## src/sha512_message_hasher_unit_assert.svh

```systemverilog
// Assertion macros for the SHA-512 message hasher.
`ifndef SHA512_MESSAGE_HASHER_UNIT_ASSERT_SVH
`define SHA512_MESSAGE_HASHER_UNIT_ASSERT_SVH

// Same-cycle implication.
`define SHA512MH_IMPLY(label, clk, rstn, ante, cons, msg) \
    label: assert property (@(posedge clk) disable iff (!rstn) (ante) |-> (cons)) \
        else $error(msg);

// Next-cycle implication.
`define SHA512MH_NEXT(label, clk, rstn, ante, cons, msg) \
    label: assert property (@(posedge clk) disable iff (!rstn) (ante) |=> (cons)) \
        else $error(msg);

`endif

```

## src/sha512mh_pkg.sv

```systemverilog
// Shared types, constants and round functions for the SHA-512 message hasher.
package sha512mh_pkg;

    typedef enum logic [2:0] {
        ST_IDLE,
        ST_LOAD,
        ST_ROUND,
        ST_UPD,
        ST_PAD,
        ST_OUTRD,
        ST_OUTCAP
    } state_t;

    typedef enum logic [1:0] {
        PH_MARK,
        PH_ZERO,
        PH_LEN_LO,
        PH_DONE
    } pad_phase_t;

    typedef struct packed {
        logic       rd_en;
        logic [2:0] rd_addr;
        logic       cap_load;
        logic       round;
        logic       upd;
        logic [2:0] idx;
        logic       fresh;
    } core_ctl_t;

    localparam int unsigned NumRounds = 80;

    function automatic logic [63:0] rotr(input logic [63:0] x, input int n);
        rotr = (x >> n) | (x << (64 - n));
    endfunction

    function automatic logic [63:0] iv_word(input logic [2:0] i);
        logic [63:0] r;
        unique case (i)
            3'd0: r = 64'h6A09E667F3BCC908;
            3'd1: r = 64'hBB67AE8584CAA73B;
            3'd2: r = 64'h3C6EF372FE94F82B;
            3'd3: r = 64'hA54FF53A5F1D36F1;
            3'd4: r = 64'h510E527FADE682D1;
            3'd5: r = 64'h9B05688C2B3E6C1F;
            3'd6: r = 64'h1F83D9ABFB41BD6B;
            3'd7: r = 64'h5BE0CD19137E2179;
        endcase
        return r;
    endfunction

    function automatic logic [63:0] k_word(input logic [6:0] t);
        logic [63:0] r;
        case (t)
            7'd0:  r = 64'h428A2F98D728AE22;
            7'd1:  r = 64'h7137449123EF65CD;
            7'd2:  r = 64'hB5C0FBCFEC4D3B2F;
            7'd3:  r = 64'hE9B5DBA58189DBBC;
            7'd4:  r = 64'h3956C25BF348B538;
            7'd5:  r = 64'h59F111F1B605D019;
            7'd6:  r = 64'h923F82A4AF194F9B;
            7'd7:  r = 64'hAB1C5ED5DA6D8118;
            7'd8:  r = 64'hD807AA98A3030242;
            7'd9:  r = 64'h12835B0145706FBE;
            7'd10: r = 64'h243185BE4EE4B28C;
            7'd11: r = 64'h550C7DC3D5FFB4E2;
            7'd12: r = 64'h72BE5D74F27B896F;
            7'd13: r = 64'h80DEB1FE3B1696B1;
            7'd14: r = 64'h9BDC06A725C71235;
            7'd15: r = 64'hC19BF174CF692694;
            7'd16: r = 64'hE49B69C19EF14AD2;
            7'd17: r = 64'hEFBE4786384F25E3;
            7'd18: r = 64'h0FC19DC68B8CD5B5;
            7'd19: r = 64'h240CA1CC77AC9C65;
            7'd20: r = 64'h2DE92C6F592B0275;
            7'd21: r = 64'h4A7484AA6EA6E483;
            7'd22: r = 64'h5CB0A9DCBD41FBD4;
            7'd23: r = 64'h76F988DA831153B5;
            7'd24: r = 64'h983E5152EE66DFAB;
            7'd25: r = 64'hA831C66D2DB43210;
            7'd26: r = 64'hB00327C898FB213F;
            7'd27: r = 64'hBF597FC7BEEF0EE4;
            7'd28: r = 64'hC6E00BF33DA88FC2;
            7'd29: r = 64'hD5A79147930AA725;
            7'd30: r = 64'h06CA6351E003826F;
            7'd31: r = 64'h142929670A0E6E70;
            7'd32: r = 64'h27B70A8546D22FFC;
            7'd33: r = 64'h2E1B21385C26C926;
            7'd34: r = 64'h4D2C6DFC5AC42AED;
            7'd35: r = 64'h53380D139D95B3DF;
            7'd36: r = 64'h650A73548BAF63DE;
            7'd37: r = 64'h766A0ABB3C77B2A8;
            7'd38: r = 64'h81C2C92E47EDAEE6;
            7'd39: r = 64'h92722C851482353B;
            7'd40: r = 64'hA2BFE8A14CF10364;
            7'd41: r = 64'hA81A664BBC423001;
            7'd42: r = 64'hC24B8B70D0F89791;
            7'd43: r = 64'hC76C51A30654BE30;
            7'd44: r = 64'hD192E819D6EF5218;
            7'd45: r = 64'hD69906245565A910;
            7'd46: r = 64'hF40E35855771202A;
            7'd47: r = 64'h106AA07032BBD1B8;
            7'd48: r = 64'h19A4C116B8D2D0C8;
            7'd49: r = 64'h1E376C085141AB53;
            7'd50: r = 64'h2748774CDF8EEB99;
            7'd51: r = 64'h34B0BCB5E19B48A8;
            7'd52: r = 64'h391C0CB3C5C95A63;
            7'd53: r = 64'h4ED8AA4AE3418ACB;
            7'd54: r = 64'h5B9CCA4F7763E373;
            7'd55: r = 64'h682E6FF3D6B2B8A3;
            7'd56: r = 64'h748F82EE5DEFB2FC;
            7'd57: r = 64'h78A5636F43172F60;
            7'd58: r = 64'h84C87814A1F0AB72;
            7'd59: r = 64'h8CC702081A6439EC;
            7'd60: r = 64'h90BEFFFA23631E28;
            7'd61: r = 64'hA4506CEBDE82BDE9;
            7'd62: r = 64'hBEF9A3F7B2C67915;
            7'd63: r = 64'hC67178F2E372532B;
            7'd64: r = 64'hCA273ECEEA26619C;
            7'd65: r = 64'hD186B8C721C0C207;
            7'd66: r = 64'hEADA7DD6CDE0EB1E;
            7'd67: r = 64'hF57D4F7FEE6ED178;
            7'd68: r = 64'h06F067AA72176FBA;
            7'd69: r = 64'h0A637DC5A2C898A6;
            7'd70: r = 64'h113F9804BEF90DAE;
            7'd71: r = 64'h1B710B35131C471B;
            7'd72: r = 64'h28DB77F523047D84;
            7'd73: r = 64'h32CAAB7B40C72493;
            7'd74: r = 64'h3C9EBE0A15C9BEBC;
            7'd75: r = 64'h431D67C49C100D4C;
            7'd76: r = 64'h4CC5D4BECB3E42B6;
            7'd77: r = 64'h597F299CFC657E2A;
            7'd78: r = 64'h5FCB6FAB3AD6FAEC;
            7'd79: r = 64'h6C44198C4A475817;
            default: r = '0;
        endcase
        return r;
    endfunction

endpackage

```

## src/sha512mh_core.sv

```systemverilog
// Digest memory, working variables and the SHA-512 round datapath.
module sha512mh_core
    import sha512mh_pkg::*;
(
    input  logic        clk,
    input  core_ctl_t   ctl,
    input  logic [63:0] wt,
    input  logic [63:0] kt,
    output logic [63:0] rdata
);

    logic [63:0] mem [8];
    logic [63:0] rdata_reg;
    logic [63:0] v_reg [8];
    logic [63:0] src;
    logic [63:0] t1;
    logic [63:0] t2;
    logic [63:0] big_s1;
    logic [63:0] big_s0;
    logic [63:0] ch;
    logic [63:0] maj;

    assign rdata = rdata_reg;

    always_comb
    begin
        src = ctl.fresh ? iv_word(ctl.idx) : rdata_reg;
        big_s1 = rotr(v_reg[4], 14) ^ rotr(v_reg[4], 18) ^ rotr(v_reg[4], 41);
        ch = (v_reg[4] & v_reg[5]) ^ (~v_reg[4] & v_reg[6]);
        t1 = v_reg[7] + big_s1 + ch + kt + wt;
        big_s0 = rotr(v_reg[0], 28) ^ rotr(v_reg[0], 34) ^ rotr(v_reg[0], 39);
        maj = (v_reg[0] & v_reg[1]) ^ (v_reg[0] & v_reg[2]) ^ (v_reg[1] & v_reg[2]);
        t2 = big_s0 + maj;
    end

    always_ff @(posedge clk)
    begin
        if (ctl.upd)
        begin
            mem[ctl.idx] <= src + v_reg[0];
        end
        if (ctl.rd_en)
        begin
            rdata_reg <= mem[ctl.rd_addr];
        end
    end

    always_ff @(posedge clk)
    begin
        if (ctl.cap_load)
        begin
            for (int k = 0; k < 7; k++)
            begin
                v_reg[k] <= v_reg[k + 1];
            end
            v_reg[7] <= src;
        end
        else if (ctl.upd)
        begin
            for (int k = 0; k < 7; k++)
            begin
                v_reg[k] <= v_reg[k + 1];
            end
            v_reg[7] <= v_reg[0];
        end
        else if (ctl.round)
        begin
            v_reg[7] <= v_reg[6];
            v_reg[6] <= v_reg[5];
            v_reg[5] <= v_reg[4];
            v_reg[4] <= v_reg[3] + t1;
            v_reg[3] <= v_reg[2];
            v_reg[2] <= v_reg[1];
            v_reg[1] <= v_reg[0];
            v_reg[0] <= t1 + t2;
        end
    end

endmodule

```

## config.mk

```make
export PLATFORM = sky130hd
export DESIGN_NAME = sha512mh_core
export DESIGN_NICKNAME = d
export VERILOG_FILES = /design/src/sha512_message_hasher_unit_assert.svh /design/src/sha512mh_pkg.sv /design/src/sha512mh_core.sv
export SDC_FILE = /design/constraint.sdc
export NUM_CORES = 2
export LEC_CHECK = 0
export ABC_AREA = 1
export BUFFER_PORTS_ARGS = -buffer_cell sky130_fd_sc_hd__buf_2
export CAP_MARGIN = 10
export CORE_UTILIZATION = 70
export CTS_BUF_LIST = sky130_fd_sc_hd__clkbuf_4 sky130_fd_sc_hd__clkbuf_8
export DETAILED_ROUTE_END_ITERATION = 16
export GPL_ROUTABILITY_DRIVEN = 0
export HOLD_SLACK_MARGIN = 0.06
export PLACE_DENSITY = 0.95
export SYNTH_ARGS = -nofsm -noshare
export SYNTH_HDL_FRONTEND = slang
export SYNTH_SLANG_ARGS = --single-unit
```

## constraint.sdc

```tcl
create_clock -name clk -period 25.5 [get_ports clk]
set_input_delay 2.55 -clock clk [delete_from_list [all_inputs] [get_ports clk]]
set_output_delay 2.55 -clock clk [all_outputs]
set_load 0.005 [all_outputs]
```

==> impl_metrics.py, run 1 <==
metrics = {
    "placed_design": {
        "port_buffers": 203,
        "dpl_cell_area_mm2": 0.07557,
        "dpl.hpwl_mm": 205.7,
    },
    "logic_synthesis": {
        "synthCells": 8631,
        "avgSynthCellArea_um2": 8.529,
        "synth-edff-count": 1088,
        "yosysUniqueCellTypes": 58,
        "synth-seq-area-share_pct": 44.38,
        "ys_async_sr_fraction_pct": 0,
        "ys.flop_type": "edfxtp_1",
        "synth_seq_cells": 1088,
        "yosysWarnings": 0,
        "syn_nets": 9289,
        "synth_area_mm2": 0.07362,
    },
    "die": {
        "die_w_um": 326.3,
        "start_util_pct": 70.83,
        "io_pins": 204,
        "die_h_um": 326.3,
        "rows": 118,
    },
    "outcome": {
        "firstError": "[ERROR GRT-0116] Global routing finished with congestion. Check the congestion regions in the DRC Viewer.",
        "stop_stage": "5_1_grt",
        "status": "did not finish",
    },
    "global_route": {
        "grt_max_degree": 252,
        "grt_first_pass_wirelength_mm": 472.2,
        "track_usage_pct": 61.10,
        "grt_overflow": 19,
        "grt_pass1_vias": 73500,
    },
    "clock_tree": {
        "cts_max_level": 4,
        "cts_inserted_buffers": 173,
        "root_buffer": "clkbuf_8",
        "clkSinkCount": 1088,
        "post_cts_buffers": 0,
        "post_cts_resized": 0,
        "cts_buffer_depth": 3,
        "cts_hold_buf": 0,
    },
}
routing by layer:
metal | overflow | GRT usage (%)
met2 | 8 | 74.65
met1 | 0 | 63.04
met5 | 0 | 32.08
met3 | 0 | 49.25
met4 | 11 | 53.06
per-stage QoR:
step | setup WS [ns] | hold slack [ns] | cells | util [%]
after CTS | 16.84 | 0.5488 | 10243 | 75.94
after floorplan | 12.97 | 0.5197 | 8631 | -
after detailed placement | 16.00 | 0.5380 | 9943 | 72.70
after global placement | 16.15 | 0.5279 | 9943 | 72.70
cells in the mapped netlist (6+ instances only):
| cell type | instances | area [um^2] |
|---|---|---|
| xnor2_1 | 167 | 1463 |
| o21a_1 | 14 | 105.1 |
| a31oi_1 | 89 | 556.8 |
| nand3_1 | 204 | 1021 |
| nor2_1 | 1037 | 3892 |
| o311ai_0 | 63 | 551.8 |
| inv_1 | 1453 | 5454 |
| buf_1 | 27 | 101.4 |
| nor3_1 | 38 | 190.2 |
| fa_1 | 254 | 5085 |
| buf_2 | 26 | 130.1 |
| o21ai_2 | 8 | 70.07 |
| nand2_2 | 12 | 75.07 |
| nor4_1 | 18 | 112.6 |
| xor2_1 | 245 | 2146 |
| ha_1 | 264 | 3303 |
| nand3b_1 | 13 | 97.59 |
| a21oi_2 | 11 | 96.34 |
| nand4_1 | 40 | 250.2 |
| o21bai_1 | 41 | 307.8 |
| clkbuf_1 | 244 | 915.9 |
| o22ai_1 | 72 | 450.4 |
| or2_2 | 7 | 43.79 |
| nor4_2 | 7 | 87.58 |
| nand2_1 | 1521 | 5709 |
| o211ai_1 | 13 | 97.59 |
| a21oi_1 | 395 | 1977 |
| a211oi_1 | 6 | 45.04 |
| o21ai_1 | 21 | 105.1 |
| a21boi_0 | 9 | 67.56 |
| nor2_2 | 6 | 37.54 |
| edfxtp_1 | 1088 | 32670 |
| and3_1 | 6 | 37.54 |
| a221oi_1 | 10 | 87.58 |
| a21o_1 | 35 | 262.8 |
| o21ai_0 | 1120 | 5605 |
kinds of logic after synthesis:
| group | Yosys count | share of synthesized area, % |
|---|---|---|
| AND/OR/NAND/NOR | 2924 | 15.89 |
| AO/OA/AOI/OAI | 1928 | 14.37 |
| buffers and inverters | 1759 | 9.020 |
| flip-flops | 1088 | 44.38 |
| adder cells (fa/ha/maj) | 518 | 11.39 |
| XOR/XNOR | 414 | 4.946 |
==> run 2, diff against run 1 <==
--- a/config.mk
+++ b/config.mk
@@ -8,12 +8,10 @@
 export ABC_AREA = 1
 export BUFFER_PORTS_ARGS = -buffer_cell sky130_fd_sc_hd__buf_2
 export CAP_MARGIN = 10
-export CORE_UTILIZATION = 70
-export CTS_BUF_LIST = sky130_fd_sc_hd__clkbuf_4 sky130_fd_sc_hd__clkbuf_8
+export CORE_UTILIZATION = 40
 export DETAILED_ROUTE_END_ITERATION = 16
 export GPL_ROUTABILITY_DRIVEN = 0
-export HOLD_SLACK_MARGIN = 0.06
-export PLACE_DENSITY = 0.95
+export PLACE_DENSITY_LB_ADDON = 0.15
 export SYNTH_ARGS = -nofsm -noshare
 export SYNTH_HDL_FRONTEND = slang
 export SYNTH_SLANG_ARGS = --single-unit
==> run 2 against run 1 <==
The flow now finishes, with violations (capacitance limit, slew limit). Synthesized area unchanged. Synthesized cell count unchanged.
==> impl_metrics.py, run 2 <==
metrics = {
    "outcome": {
        "status": "finished, violations left",
        "violations": "capacitance limit, slew limit",
    },
    "timing": {
        "holdWs_ns": 0.5481,
        "setup_viol": 0,
        "hold_viol_final": 0,
        "max_freq_ghz": 0.1053,
        "tightest_slew_ns": 1.537,
        "fin_setup_tns_ns": 0,
        "fin_worst_skew_ns": 0.04476,
        "rsz0062_at_grt": "no",
        "slew_viol_final": 2,
        "fin_ws_ns": 16.01,
        "relSlewSlack_pct": -3.790,
        "min_period_ns": 9.494,
        "timing.final.crit_share_pct": 37.23,
    },
    "logic_synthesis": {
        "synth-edff-count": 1088,
        "ys.flop_type": "edfxtp_1",
        "synthCells": 8631,
        "synthTopCellsByCount": "1521 x nand2_1, 1453 x inv_1, 1120 x o21ai_0",
        "synthTopCellsByArea": "edfxtp_1 44%, nand2_1 7.8%, o21ai_0 7.6%",
        "netlist.top_cell.by_area": "edfxtp_1",
        "yosys.cell_count.top_type": "nand2_1",
        "synth_seq_cells": 1088,
        "yosysUniqueCellTypes": 58,
        "synth_area_mm2": 0.07362,
        "synth-seq-area-share_pct": 44.38,
        "ys_async_sr_fraction_pct": 0,
        "yosysWarnings": 0,
        "avgSynthCellArea_um2": 8.529,
        "yosysTopAreaCellShare_pct": 44.38,
        "syn_nets": 9289,
    },
    "route": {
        "ant_nets": 0,
        "via_per_inst": 5.698,
        "routed_wl_mm": 308.6,
        "wl_per_cell_um": 27.32,
        "drc": 0,
        "first_pass_iters": 9,
        "drt_iter0_drc": 9753,
        "vias": 64361,
    },
    "layout": {
        "final_cell_mix": "1518 x nand2_1, 1449 x inv_1, 1120 x o21ai_0",
        "area_growth_pct": 10.60,
        "fill_cells": 18083,
        "fin_nets": 9376,
        "final_common_cell": "nand2_1",
        "drive_gt1_share_pct": 6.020,
    },
    "worst_setup_path": {
        "cp.depth": 33,
        "worst-path-max-fanout": 4,
        "r2r_cells": 33,
        "worst_ep_arrival_time_ns": 10.04,
        "crit_type": "in2reg",
        "worstPathRequired_ns": 26.04,
        "cpMaxStageDelayCell": "nor2_1",
        "slowest_delay_ns": 0.57,
        "endpoint_kind": "flip-flop",
        "crit_buf_inv": 9,
        "start_kind": "primary input",
        "cp_top_family": "adder cells",
        "crit_top_cell": "inv_1",
    },
    "clock_tree": {
        "post_cts_resized": 0,
        "cts_tree": "yes",
        "cts_max_level": 4,
        "cts_buffer_depth": 3,
        "cts_inserted_buffers": 132,
        "clkTransAtPathRegs_ns": 0.06,
        "clkSinkCount": 1088,
        "post_cts_buffers": 0,
        "root_buffer": "clkbuf_16",
        "cts_hold_buf": 0,
        "insertion_delay_ns": 0.82,
    },
    "global_route": {
        "grt_first_pass_wirelength_mm": 428.0,
        "grt_max_degree": 202,
        "track_usage_pct": 32.51,
        "grt_overflow": 0,
        "grt_pass1_vias": 59293,
        "antenna_found_initial": 27,
    },
    "die": {
        "io_pins": 204,
        "fp.coreArea_mm2": 0.1829,
        "start_util_pct": 40.25,
        "die_w_um": 431,
        "dieArea_mm2": 0.1858,
        "die_h_um": 431,
        "rows": 157,
    },
    "run": {
        "maxCapViolations": 1,
    },
    "placed_design": {
        "dpl.hpwl_mm": 236.8,
        "post-place-ws_ns": 15.48,
        "port_buffers": 203,
    },
    "min_path": {
        "hold_path.class": "reg2reg",
        "hold_path_depth": 2,
    },
}
run 2: final timing paths:
| kind | from | end | slack [ns] |
|---|---|---|---|
| max | wt[5] | v_reg[0][37] | 16.01 |
| min | v_reg[0][118] | v_reg[0][54] | 0.55 |
| max reg2reg | v_reg[0][275] | v_reg[0][37] | 16.56 |
| min reg2reg | v_reg[0][118] | v_reg[0][54] | 0.55 |
run 2: logic make-up after synthesis:
kind of cell / after synthesis / synth area share [%]
simple gates: 2924 / 15.89
compound gates: 1928 / 14.37
buf+inv: 1759 / 9.020
flops: 1088 / 44.38
fa+ha+maj: 518 / 11.39
xor+xnor: 414 / 4.946
run 2: routing by layer:
metal,up-vias,GRT usage (%),routed length (um)
li1,28639,-,-
met3,866,6.434,32060
met5,-,0,46
met4,6,20.74,23840
met1,30878,43.63,122900
met2,3972,47.98,129700
run 2: worst register-to-register path: cells and delay by family (launching register included):
| kind | cells | cell delay (ns) |
|---|---|---|
| fa+ha+maj | 6 | 2.45 |
| simple gates | 10 | 2.01 |
| buf+inv | 7 | 0.69 |
| xor+xnor | 4 | 1.15 |
| flops | 1 | 0.81 |
| compound gates | 6 | 1.60 |
run 2: per-stage QoR:
step	instance area, um^2	util [%]	cells
global route	81400	44.51	11287
finish	81420	44.52	11295
global placement	77080	42.14	11045
floorplan	73620	-	8631
detailed placement	77080	42.14	11045
CTS	81370	44.50	11282
run 2: cell type report:
type	instances	area, um^2	area share, %
clock inverter	85	920.9	1.131
sequential	1088	32670	40.13
inverter	1458	5490	6.743
multi-input combinational	5784	34390	42.24
clock buffer	152	3378	4.149
tap	2464	3083	3.787
antenna	10	25.02	0.03074
timing repair buffer	254	1460	1.793
Power of run 2 is left out: the tool's default activity adds up to more than one toggle a clock period on the data nets, which glitch-free logic cannot reach.
