<file path="src/sha512_message_hasher_unit_assert.svh">
// Assertion macros for the SHA-512 message hasher.
`ifndef SHA512_MESSAGE_HASHER_UNIT_ASSERT_SVH
`define SHA512_MESSAGE_HASHER_UNIT_ASSERT_SVH

// Same-cycle implication.
`define SHA512MH_IMPLY(label, clk, rstn, ante, cons, msg) \
    label: assert property (@(posedge clk) disable iff (!rstn) (ante) |-> (cons)) \
        else $error(msg);

// Next-cycle implication.
`define SHA512MH_NEXT(label, clk, rstn, ante, cons, msg) \
    label: assert property (@(posedge clk) disable iff (!rstn) (ante) |=> (cons)) \
        else $error(msg);

`endif

</file>
<file path="src/sha512mh_pkg.sv">
// Shared types, constants and round functions for the SHA-512 message hasher.
package sha512mh_pkg;

    typedef enum logic [2:0] {
        ST_IDLE,
        ST_LOAD,
        ST_ROUND,
        ST_UPD,
        ST_PAD,
        ST_OUTRD,
        ST_OUTCAP
    } state_t;

    typedef enum logic [1:0] {
        PH_MARK,
        PH_ZERO,
        PH_LEN_LO,
        PH_DONE
    } pad_phase_t;

    typedef struct packed {
        logic       rd_en;
        logic [2:0] rd_addr;
        logic       cap_load;
        logic       round;
        logic       upd;
        logic [2:0] idx;
        logic       fresh;
    } core_ctl_t;

    localparam int unsigned NumRounds = 80;

    function automatic logic [63:0] rotr(input logic [63:0] x, input int n);
        rotr = (x >> n) | (x << (64 - n));
    endfunction

    function automatic logic [63:0] iv_word(input logic [2:0] i);
        logic [63:0] r;
        unique case (i)
            3'd0: r = 64'h6A09E667F3BCC908;
            3'd1: r = 64'hBB67AE8584CAA73B;
            3'd2: r = 64'h3C6EF372FE94F82B;
            3'd3: r = 64'hA54FF53A5F1D36F1;
            3'd4: r = 64'h510E527FADE682D1;
            3'd5: r = 64'h9B05688C2B3E6C1F;
            3'd6: r = 64'h1F83D9ABFB41BD6B;
            3'd7: r = 64'h5BE0CD19137E2179;
        endcase
        return r;
    endfunction

    function automatic logic [63:0] k_word(input logic [6:0] t);
        logic [63:0] r;
        case (t)
            7'd0:  r = 64'h428A2F98D728AE22;
            7'd1:  r = 64'h7137449123EF65CD;
            7'd2:  r = 64'hB5C0FBCFEC4D3B2F;
            7'd3:  r = 64'hE9B5DBA58189DBBC;
            7'd4:  r = 64'h3956C25BF348B538;
            7'd5:  r = 64'h59F111F1B605D019;
            7'd6:  r = 64'h923F82A4AF194F9B;
            7'd7:  r = 64'hAB1C5ED5DA6D8118;
            7'd8:  r = 64'hD807AA98A3030242;
            7'd9:  r = 64'h12835B0145706FBE;
            7'd10: r = 64'h243185BE4EE4B28C;
            7'd11: r = 64'h550C7DC3D5FFB4E2;
            7'd12: r = 64'h72BE5D74F27B896F;
            7'd13: r = 64'h80DEB1FE3B1696B1;
            7'd14: r = 64'h9BDC06A725C71235;
            7'd15: r = 64'hC19BF174CF692694;
            7'd16: r = 64'hE49B69C19EF14AD2;
            7'd17: r = 64'hEFBE4786384F25E3;
            7'd18: r = 64'h0FC19DC68B8CD5B5;
            7'd19: r = 64'h240CA1CC77AC9C65;
            7'd20: r = 64'h2DE92C6F592B0275;
            7'd21: r = 64'h4A7484AA6EA6E483;
            7'd22: r = 64'h5CB0A9DCBD41FBD4;
            7'd23: r = 64'h76F988DA831153B5;
            7'd24: r = 64'h983E5152EE66DFAB;
            7'd25: r = 64'hA831C66D2DB43210;
            7'd26: r = 64'hB00327C898FB213F;
            7'd27: r = 64'hBF597FC7BEEF0EE4;
            7'd28: r = 64'hC6E00BF33DA88FC2;
            7'd29: r = 64'hD5A79147930AA725;
            7'd30: r = 64'h06CA6351E003826F;
            7'd31: r = 64'h142929670A0E6E70;
            7'd32: r = 64'h27B70A8546D22FFC;
            7'd33: r = 64'h2E1B21385C26C926;
            7'd34: r = 64'h4D2C6DFC5AC42AED;
            7'd35: r = 64'h53380D139D95B3DF;
            7'd36: r = 64'h650A73548BAF63DE;
            7'd37: r = 64'h766A0ABB3C77B2A8;
            7'd38: r = 64'h81C2C92E47EDAEE6;
            7'd39: r = 64'h92722C851482353B;
            7'd40: r = 64'hA2BFE8A14CF10364;
            7'd41: r = 64'hA81A664BBC423001;
            7'd42: r = 64'hC24B8B70D0F89791;
            7'd43: r = 64'hC76C51A30654BE30;
            7'd44: r = 64'hD192E819D6EF5218;
            7'd45: r = 64'hD69906245565A910;
            7'd46: r = 64'hF40E35855771202A;
            7'd47: r = 64'h106AA07032BBD1B8;
            7'd48: r = 64'h19A4C116B8D2D0C8;
            7'd49: r = 64'h1E376C085141AB53;
            7'd50: r = 64'h2748774CDF8EEB99;
            7'd51: r = 64'h34B0BCB5E19B48A8;
            7'd52: r = 64'h391C0CB3C5C95A63;
            7'd53: r = 64'h4ED8AA4AE3418ACB;
            7'd54: r = 64'h5B9CCA4F7763E373;
            7'd55: r = 64'h682E6FF3D6B2B8A3;
            7'd56: r = 64'h748F82EE5DEFB2FC;
            7'd57: r = 64'h78A5636F43172F60;
            7'd58: r = 64'h84C87814A1F0AB72;
            7'd59: r = 64'h8CC702081A6439EC;
            7'd60: r = 64'h90BEFFFA23631E28;
            7'd61: r = 64'hA4506CEBDE82BDE9;
            7'd62: r = 64'hBEF9A3F7B2C67915;
            7'd63: r = 64'hC67178F2E372532B;
            7'd64: r = 64'hCA273ECEEA26619C;
            7'd65: r = 64'hD186B8C721C0C207;
            7'd66: r = 64'hEADA7DD6CDE0EB1E;
            7'd67: r = 64'hF57D4F7FEE6ED178;
            7'd68: r = 64'h06F067AA72176FBA;
            7'd69: r = 64'h0A637DC5A2C898A6;
            7'd70: r = 64'h113F9804BEF90DAE;
            7'd71: r = 64'h1B710B35131C471B;
            7'd72: r = 64'h28DB77F523047D84;
            7'd73: r = 64'h32CAAB7B40C72493;
            7'd74: r = 64'h3C9EBE0A15C9BEBC;
            7'd75: r = 64'h431D67C49C100D4C;
            7'd76: r = 64'h4CC5D4BECB3E42B6;
            7'd77: r = 64'h597F299CFC657E2A;
            7'd78: r = 64'h5FCB6FAB3AD6FAEC;
            7'd79: r = 64'h6C44198C4A475817;
            default: r = '0;
        endcase
        return r;
    endfunction

endpackage

</file>
<file path="src/sha512mh_sched.sv">
// Sixteen-word block buffer and rolling SHA-512 message schedule.
module sha512mh_sched
    import sha512mh_pkg::*;
(
    input  logic        clk,
    input  logic        push,
    input  logic [63:0] push_data,
    input  logic        adv,
    input  logic        early,
    output logic [63:0] wt
);

    logic [63:0] w_reg [16];
    logic [63:0] s0;
    logic [63:0] s1;
    logic [63:0] w_new;
    logic [63:0] shift_in;

    always_comb
    begin
        s0 = rotr(w_reg[1], 1) ^ rotr(w_reg[1], 8) ^ (w_reg[1] >> 7);
        s1 = rotr(w_reg[14], 19) ^ rotr(w_reg[14], 61) ^ (w_reg[14] >> 6);
        w_new = w_reg[0] + s0 + s1 + w_reg[9];
        wt = early ? w_reg[0] : w_new;
        shift_in = push ? push_data : wt;
    end

    always_ff @(posedge clk)
    begin
        if (push || adv)
        begin
            for (int k = 0; k < 15; k++)
            begin
                w_reg[k] <= w_reg[k + 1];
            end
            w_reg[15] <= shift_in;
        end
    end

endmodule

</file>
<file path="config.mk">
export PLATFORM = sky130hd
export DESIGN_NAME = sha512mh_sched
export DESIGN_NICKNAME = d
export VERILOG_FILES = /design/src/sha512_message_hasher_unit_assert.svh /design/src/sha512mh_pkg.sv /design/src/sha512mh_sched.sv
export SDC_FILE = /design/constraint.sdc
export NUM_CORES = 1
export LEC_CHECK = 0
export BUFFER_PORTS_ARGS = -buffer_cell sky130_fd_sc_hd__buf_2
export CAP_MARGIN = 20
export CORE_ASPECT_RATIO = 1.75
export CORE_MARGIN = 2
export CORE_UTILIZATION = 45
export DETAILED_ROUTE_END_ITERATION = 12
export PLACE_DENSITY = 0.7
export SLEW_MARGIN = 15
export SYNTH_ARGS = -nofsm -noshare
export SYNTH_HDL_FRONTEND = slang
export SYNTH_SLANG_ARGS = --single-unit
</file>
<file path="constraint.sdc">
create_clock -name clk -period 20.4 [get_ports clk]
set_clock_uncertainty 0.1 [all_clocks]
set_input_delay 4.08 -clock clk [delete_from_list [all_inputs] [get_ports clk]]
set_output_delay 4.08 -clock clk [all_outputs]
set_load 0.01 [all_outputs]
</file>
-- After elaboration in Yosys (flattened, before gate mapping)
Memory sizes are Yosys's and may differ from the RTL's.
Cells that the tools add are included.
- $mul: 0
- $add $sub $neg: 3
- eq/ne operators: 0
- $lt $le $gt $ge: 0
- bitwise operators: 8
- shifts and indexed selects: 0
- multiplexer cells: 4
- div/mod/pow operators: 0
- reduce and logical (&&, ||, !) cells: 1
- operator list (cell ; count):
    64-bit adder ; 3
    64-bit two-way mux ; 2
    64-bit bitwise XOR ; 2
    3-bit by 64-bit bitwise OR with 64-bit output ; 1
    45-bit by 64-bit bitwise OR with 64-bit output ; 1
    56-bit by 64-bit bitwise OR with 64-bit output ; 1
    63-bit by 64-bit bitwise OR with 64-bit output ; 1
    64-bit by 57-bit bitwise XOR with 64-bit output ; 1
    64-bit by 58-bit bitwise XOR with 64-bit output ; 1
    1-bit two-way mux ; 2
    1-bit logical OR ; 1
- logic and storage cells: 17
- memories: 1
- output and inout port bits: 64
- latch bits: 0
- memory bits (read-only): 0
- input bits: 68
- register bits: 0
- RAM bits: 1024
- memory list (memory ; words ; width ; read ports ; clocked after memory_dff ; write ports ; RTL line ; text):
    w_reg ; 16 ; 64 ; 16 ; 0 ; 16 ; sha512mh_sched.sv:13 ; logic [63:0] w_reg [16];

-- Depth between registers and ports, before layout
Gate-level depths: netlist of run 1.
- word-level depth: 8
- gate-level depth with buffers: 18
- gate-level depth less buffers: 18

-- Least setup slack after synthesis of run 1
Ideal clock, no wire load.
- path type: input -> register
- from: input port push
- to: memory w_reg[0][0], enable pin
- library setup time: 0.979 ns
- required time: 19.321 ns
- buffers on the path: 2
- data arrival time: 16.719 ns
- setup slack: 2.602 ns
- cell stages on the path: 3
- path through: buf_2 > clkbuf_1 > or2_2
- RTL lines (what ; RTL line ; text):
    from (decl) ; sha512mh_sched.sv:6 ; input logic push,
    to (decl) ; sha512mh_sched.sv:13 ;

==> results.cfg, run 1 <==
[outcome]
status = completed

[floorplan]
num_rows = 148
dieArea_um2 = 95600
core_um2 = 92600
design.portCount = 132
die_w_um = 235
start_util_pct = 45.2
fp.dieH_um = 408

[setup_path]
max_stage_delay_ns = 0.84
timing.rr.end = w_reg[3][249]
cp_data_required_time_ns = 16.22
critPathTopFamily = compound AO/OA/AOI/OAI gates
r2r_start = w_reg[3][190]
timing.critical_path.buf_inv = 4
rrSetupSlack_ns = 14.34
end_kind = output pin
crit_arrival_ns = 6.99
worst_r2r_path_depth = 18
critPathKind = flop to output pin
worst-path-stages = 18
startpoint_type = flop
crit_chain = xnor2_1, xnor2_1, fa_1, inv_1, fa_1, inv_1, ha_1, inv_1, fa_1, nor2b_1, o211ai_2, a211oi_1, or3_1, nand4b_1, a211oi_1, o211ai_1, a311oi_1, buf_2
cp_max_fo = 4
slowest_stage = a311oi_1

[grt]
grt_pass1_wl_um = 137000
grt_pass1_vias = 21000
gr-total-overflow = 0
grt_max_degree = 170
antenna_found_initial = 3
grt_usage_pct = 20.0

[timing]
drv_slew = 0
max_freq_ghz = 0.0895
tightest_slew_ns = 1.10
finalSetupViolCount = 0
slew_headroom_pct = 25.6
min_period_ns = 11.17
hold_viol = 0
grt_setup_unrepaired = false
setup_tns_ns = 0
fin_crit_sh_pct = 54.7

[clock_tree]
clk_pin_slew_ns = 0.07
postCtsSetupRepairBufs = 0
tritoncts = done
cts_buffers = 88
clockRootBuffer = clkbuf_16
cts_num_sinks = 1024
clockBufferDepth = 3
postCtsHoldBufs = 0
cts_resized = 0
insertion_delay_ns = 0.69
h-tree-depth = 3

[synth]
synth_edf_count = 1024
synthTopCellsByArea = edfxtp_1 (73%), fa_1 (6.0%), xnor2_1 (5.6%), inv_1 (2.5%), ha_1 (1.9%)
ys_top_cells_by_count = edfxtp_1 (1,024), inv_1 (279), xnor2_1 (268)
yosys.area.top_type = edfxtp_1
async_flop_share_pct = 0
syn-cell-area_um2 = 41900
yosysMostFrequentCell = edfxtp_1
syn_avg_cell_area_um2 = 16.9
synth-seq-area-share_pct = 73.4
ys_warn_count = 0
synth_cells = 2473
synth_top_area_share_pct = 73.4
syn_nets = 2730
ys.flop_type = edfxtp_1
synth_seq_cells = 1024
synth_cell_type_count = 75

[min_path]
min_from = w_reg[3][18]
hold_path.class = flop to flop
min_to = w_reg[2][210]
min_path_cells = 0

[run]
drv_cap = 0

[place]
place.gp.congestion = 0.976
dpl.hpwl_um = 68100
port_buffers = 131

[drt]
num_vias = 20900
finalWirelength_um = 95400
viasPerCell = 5.32
drc = 0
dr.pass1.iters = 5
drtIter0Drc = 2032
drt-wirelength-per-cell_um = 24.2
postRouteAntennaNets = 0

[layout]
largest_reg_flops = 1024
antennaDiodeCount = 0
synthToLayoutAreaGrowth_pct = 12.1
final_net_count = 2923
drive_gt1_share_pct = 13.2
through the flow:
step | utilization (%) | cell area, um2 | hold slack, ns | std cells | setup WS, ns
detailed placement | 47.5 | 44000 | 0.305 | 3774 | 9.57
global route | 50.7 | 47000 | 0.308 | 3935 | 9.06
floorplan | - | 41900 | 0.300 | 2473 | 2.60
finish | 50.7 | 47000 | 0.302 | 3935 | 9.23
CTS | 50.6 | 46900 | 0.297 | 3933 | 9.15
global placement | 47.5 | 44000 | 0.300 | 3774 | 9.49
layout by cell type (no fill, tap or decap), types with 7 or more instances in the layout:
| master | n |
|---|---|
| clkbuf_1 | 8 |
| o21bai_1 | 18 |
| xnor2_1 | 268 |
| o22ai_1 | 10 |
| a21oi_1 | 81 |
| o21ai_0 | 91 |
| mux2_2 | 49 |
| nor2_1 | 41 |
| o21a_1 | 11 |
| inv_1 | 278 |
| or3_1 | 9 |
| a21o_1 | 32 |
| buf_4 | 16 |
| edfxtp_1 | 1024 |
| a211oi_1 | 10 |
| ha_1 | 63 |
| nand3_1 | 14 |
| o31ai_1 | 7 |
| xor2_1 | 32 |
| and4_1 | 8 |
| a22oi_1 | 9 |
| clkinv_2 | 20 |
| fa_1 | 126 |
| clkinv_1 | 15 |
| clkbuf_16 | 91 |
| nor3_1 | 18 |
| nand2_1 | 118 |
| bufinv_16 | 11 |
| nand4_1 | 15 |
| buf_2 | 130 |
kinds of logic after synthesis:
family	Yosys count	synth area share, %
adders and majority gates	189	7.91
DFF	1024	73.4
AOI/OAI and AO/OA	320	4.94
and+or+nand+nor	265	3.11
xor gates and xnor gates	300	6.28
buffers and inverters	326	3.01
muxes	49	1.32
per-layer routing:
metal  GRT usage, %  part of all wire [%]  wire [um]
met2           33.2                    50      47400
met5              0                 0.028         27
met4           9.84                   5.0       4780
met1           25.5                    40      38100
met3           3.18                   5.3       5080
worst max path at each step:
stage,to,start,slack [ns]
after floorplan,w_reg[0][0],push,2.60
after global placement,wt[57],early,9.49
after detailed placement,wt[57],early,9.57
after CTS,wt[57],w_reg[3][190],9.15
after global routing,wt[61],w_reg[3][190],9.06
final,wt[61],w_reg[3][190],9.23
worst register-to-register path: cells and delay by family, from the launching register on:
kind / cells / cell delay, ns
buf+inv: 3 / 0.21
flops: 1 / 0.50
compound gates: 4 / 1.51
simple gates: 5 / 1.27
fa+ha+maj: 4 / 1.64
xor+xnor: 2 / 0.60
final cells by class:
cell class	count	area [um2]
clock buffer	99	2310
clock inverter	60	628
fill	7508	45600
inverter	279	1050
multi-input combinational	1123	9860
sequential	1024	30700
tap	1200	1500
timing repair buffer	150	857
Power of run 1 is not shown: default switching activity piles up to over one toggle a cycle in this logic, so the estimate is an artifact.
==> run 2: changes to the inputs <==
clock period = 10.6 ns   (was 20.4 ns; I/O delays follow)
==> run 2 against run 1 <==
Net effect:
- die area unchanged
- register-to-register slack worse by 9.7 ns
- non-clock buffer count down 1
- routed wire length up 3.5%
- sequential share of layout area down 0.28 points
- flip-flop and latch count unchanged
- largest cell class unchanged
==> results.cfg, run 2 (synthesis results as in run 1) <==
[floorplan]
num_rows = 148
design.portCount = 132
core_um2 = 92600
start_util_pct = 45.2
die_w_um = 235
fp.dieH_um = 408
dieArea_um2 = 95600

[layout]
final_net_count = 2925
fillers = 7567
layout_commonest_cell = edfxtp_1
final_cell_mix = edfxtp_1 (1,024), inv_1 (278), xnor2_1 (268), buf_2 (130), fa_1 (126)
drive_gt1_share_pct = 13.1
final_util_pct = 50.9
synthToLayoutAreaGrowth_pct = 12.6
largest_reg_flops = 1024
fin_area_um2 = 47200

[timing]
fin_crit_sh_pct = 86.6
setup_tns_ns = 0
min_period_ns = 9.18
tightest_slew_ns = 1.05
grt_setup_unrepaired = false
max_freq_ghz = 0.109
hold_viol = 0
drv_slew = 0
finalSetupViolCount = 0
slew_headroom_pct = 29.3

[grt]
grt_pass1_wl_um = 143000
grt_max_degree = 151
grt_pass1_vias = 21500
grt_usage_pct = 21.0
gr-total-overflow = 0
antenna_found_initial = 1

[drt]
dr.pass1.iters = 6
drc = 0
finalWirelength_um = 98700
drtIter0Drc = 1973
drt-wirelength-per-cell_um = 25.0
postRouteAntennaNets = 0
viasPerCell = 5.34
num_vias = 21100

[setup_path]
cp_max_fo = 4
rrSetupSlack_ns = 4.63
end_kind = output pin
timing.rr.end = w_reg[3][249]
crit_arrival_ns = 6.96
cp_data_required_time_ns = 8.38
startpoint_type = flop
r2r_start = w_reg[3][190]
critPathKind = flop to output pin
worst_r2r_path_depth = 18

[clock_tree]
postCtsHoldBufs = 0
clockRootBuffer = clkbuf_16
h-tree-depth = 3
insertion_delay_ns = 0.70
cts_num_sinks = 1024
cts_resized = 0
cts_buffers = 91
clockBufferDepth = 3
clk_pin_slew_ns = 0.07
postCtsSetupRepairBufs = 0
tritoncts = done

[place]
place.gp.congestion = 0.951
place_area_um2 = 44000
dpl.hpwl_um = 70500
port_buffers = 131

[run]
drv_cap = 0

[min_path]
min_from = w_reg[3][40]
min_path_cells = 0
min_to = w_reg[2][232]
hold_path.class = flop to flop

[outcome]
status = completed
## run 2: cell types whose count changed in the layout (fill, tap and decap cells not counted)
cell,change
buf_6,-1
clkbuf_16,+1
clkbuf_1,+6
clkinv_4,-3
clkinv_1,+5
clkinvlp_4,+4
buf_16,-1
buf_12,+3
inv_8,+2
buf_4,-2
diode_2,+1
bufinv_16,+5
clkinv_2,-10
## run 2: worst max path at each step
stage | from | to | slack [ns] | depth (start not counted)
6_report | w_reg[3][190] | wt[57] | 1.42 | 18
5_1_grt | w_reg[3][190] | wt[61] | 1.17 | 18
4_1_cts | w_reg[3][190] | wt[57] | 1.37 | 18
3_5_place_dp | w_reg[3][190] | wt[57] | 2.18 | 18
3_3_place_gp | w_reg[3][148] | wt[57] | 2.18 | 18
2_1_floorplan | push | w_reg[0][0] | 0.009 | 3
## run 2: cell type report
cell class / count / area (um2) / share of cell area [%]
diodes: 1 / 2.50 / 0.00531
clock buffers: 106 / 2350 / 4.99
clock inverters: 63 / 773 / 1.64
inverters: 279 / 1050 / 2.22
multi-input cells: 1123 / 9860 / 20.9
flip-flops and latches: 1024 / 30700 / 65.2
well taps: 1200 / 1500 / 3.18
repair buffers: 149 / 863 / 1.83
## run 2: critical path, cell delays in order, from the launching register on
cell       delay (ns)
edfxtp_1         0.49
xnor2_1          0.21
xnor2_1          0.38
fa_1             0.49
inv_1            0.10
fa_1             0.40
inv_1            0.07
ha_1             0.18
inv_1            0.06
fa_1             0.43
nor2b_1          0.23
o211ai_2         0.19
a211oi_1         0.34
or3_1            0.30
nand4b_1         0.23
a211oi_1         0.75
o2111ai_1        0.30
a311oi_1         0.82
buf_2            0.27
## run 2: stage by stage
stage                     instances  hold slack, ns  setup slack (ns)
after floorplan                2473           0.300           0.00875
after global placement         3774           0.300              2.18
after detailed placement       3774           0.305              2.18
after CTS                      3943           0.297              1.37
after global routing           3944           0.306              1.17
final                          3945           0.293              1.42
## run 2: metal layers
layer / vias to the layer above / global-route usage [%] / wire length (um)
met5: - / 0 / 0
met2: 755 / 34.2 / 48500
met3: 217 / 3.04 / 5460
met1: 10800 / 26.9 / 38800
met4: 0 / 11.7 / 5870
li1: 9305 / - / -
Power of run 2 is left out for the same reason.
==> run 3: changes to the inputs <==
CELL_PAD_IN_SITES_DETAIL_PLACEMENT = 1   (was default)
CELL_PAD_IN_SITES_GLOBAL_PLACEMENT = 2   (was default)
PLACE_DENSITY = 0.85   (was 0.7)
SETUP_SLACK_MARGIN = 0.3   (was default)
==> run 3 against run 2 <==
Net effect:
- flip-flop and latch count unchanged
- worst setup slack got worse by 0.062 ns
- largest cell class unchanged
- maximum frequency decreased by 0.67%
- global-route usage increased by 2.3 points
- count of clock-buffer cells in the layout decreased by 1
- first-iteration DRC count decreased by 17%
- die area unchanged
- register-to-register slack got worse by 0.40 ns
==> results.cfg, run 3 (synthesis results as in run 1) <==
[floorplan]
num_rows = 148
start_util_pct = 45.2
design.portCount = 132
die_w_um = 235
fp.dieH_um = 408
dieArea_um2 = 95600
core_um2 = 92600

[grt]
grt_pass1_wl_um = 157000
antenna_found_initial = 5
grt_max_degree = 185
gr-total-overflow = 0
grt_usage_pct = 23.3
grt_pass1_vias = 22800

[setup_path]
end_kind = output pin
max_stage_delay_ns = 0.79
startpoint_type = flop
slowest_stage = edfxtp_1
cp_data_required_time_ns = 8.38
worst_r2r_path_depth = 16
r2r_start = w_reg[3][154]
timing.critical_path.buf_inv = 3
crit_arrival_ns = 7.02
rrSetupSlack_ns = 4.23
critPathTopFamily = compound AO/OA/AOI/OAI gates
cp_max_fo = 9
crit_chain = xnor2_1, xnor2_1, fa_1, inv_1, fa_1, inv_1, ha_1, and4_1, nand4_1, a211oi_1, or3_1, nand4b_1, a211oi_1, o211ai_1, a311oi_1, buf_2
critPathKind = flop to output pin
timing.rr.end = w_reg[3][245]

[min_path]
hold_path.class = flop to flop
min_from = w_reg[2][22]
min_path_cells = 0
min_to = w_reg[1][214]

[layout]
synthToLayoutAreaGrowth_pct = 12.4
final_net_count = 2923
final_util_pct = 50.8
final_cell_mix = edfxtp_1 (1,024), inv_1 (278), xnor2_1 (268), buf_2 (130), fa_1 (126)
antennaDiodeCount = 0
drive_gt1_share_pct = 13.2
largest_reg_flops = 1024
layout_commonest_cell = edfxtp_1

[timing]
fin_crit_sh_pct = 87.2
finalSetupViolCount = 0
setup_tns_ns = 0
drv_slew = 0
max_freq_ghz = 0.108
grt_setup_unrepaired = false
slew_headroom_pct = 19.8
min_period_ns = 9.24
tightest_slew_ns = 1.20
hold_viol = 0

[place]
dpl.hpwl_um = 77900
place.gp.congestion = 0.915
port_buffers = 131

[drt]
drc = 0
num_vias = 21300
drtIter0Drc = 1642
viasPerCell = 5.41
finalWirelength_um = 108000
postRouteAntennaNets = 0
drt-wirelength-per-cell_um = 27.6
dr.pass1.iters = 5

[run]
drv_cap = 0

[clock_tree]
clockRootBuffer = clkbuf_16
clk_pin_slew_ns = 0.06
h-tree-depth = 3
postCtsSetupRepairBufs = 0
cts_resized = 0
insertion_delay_ns = 0.71
cts_buffers = 92
cts_num_sinks = 1024
tritoncts = done
clockBufferDepth = 3
postCtsHoldBufs = 0

[outcome]
status = completed
run 3: cell count changes in the layout (fill, tap and decap cells not counted), sizes merged, moves of 3 or more:
cell / before / now
clkinv: 32 / 38
inv: 287 / 283
buf: 149 / 146
bufinv: 16 / 13
clkinvlp: 7 / 4
run 3: how the worst max path moves through the flow:
stage             endpoint  slack [ns]     startpoint  cells after the start
6_report            wt[61]        1.36  w_reg[3][154]                     16
5_1_grt             wt[61]        1.15  w_reg[3][154]                     16
4_1_cts             wt[61]        1.35  w_reg[3][154]                     16
3_5_place_dp        wt[61]        2.22  w_reg[3][154]                     16
3_3_place_gp        wt[61]        2.28  w_reg[3][154]                     16
2_1_floorplan  w_reg[0][0]        0.25           push                      3
run 3: stage by stage:
step	setup WS [ns]	hold WS [ns]	cell area (um2)	cells
final	1.36	0.304	47100	3936
after global routing	1.15	0.309	47100	3936
after CTS	1.35	0.308	47100	3936
after detailed placement	2.22	0.305	44000	3772
after global placement	2.28	0.300	44000	3772
after floorplan	0.251	0.300	41900	2473
run 3: final cells by class:
class	instances	area, um2
fill	8684	45500
tap	1200	1500
clock buffer	105	2350
sequential	1024	30700
clock inverter	59	732
inverter	279	1050
multi-input combinational	1123	9860
timing repair buffer	146	833
run 3: per-layer routing:
metal	vias to the layer above	GRT usage [%]	wire length [um]
met3	213	3.06	4530
met1	11100	28.5	41800
li1	9299	-	-
met2	671	40.1	56200
met5	-	0	0
met4	0	11.8	5980
run 3: worst reg2reg max path, stage by stage, from the launching register on:
cell,delay [ns]
edfxtp_1,0.79
xnor2_1,0.23
xnor2_1,0.25
fa_1,0.56
inv_1,0.06
fa_1,0.48
inv_1,0.05
ha_1,0.46
and4_1,0.34
nand4_1,0.15
a211oi_1,0.39
or3_1,0.27
nand4b_1,0.23
a211oi_1,0.72
nor3_1,0.10
o31ai_1,0.76
mux2_2,0.31
Power of run 3 is left out for the same reason.
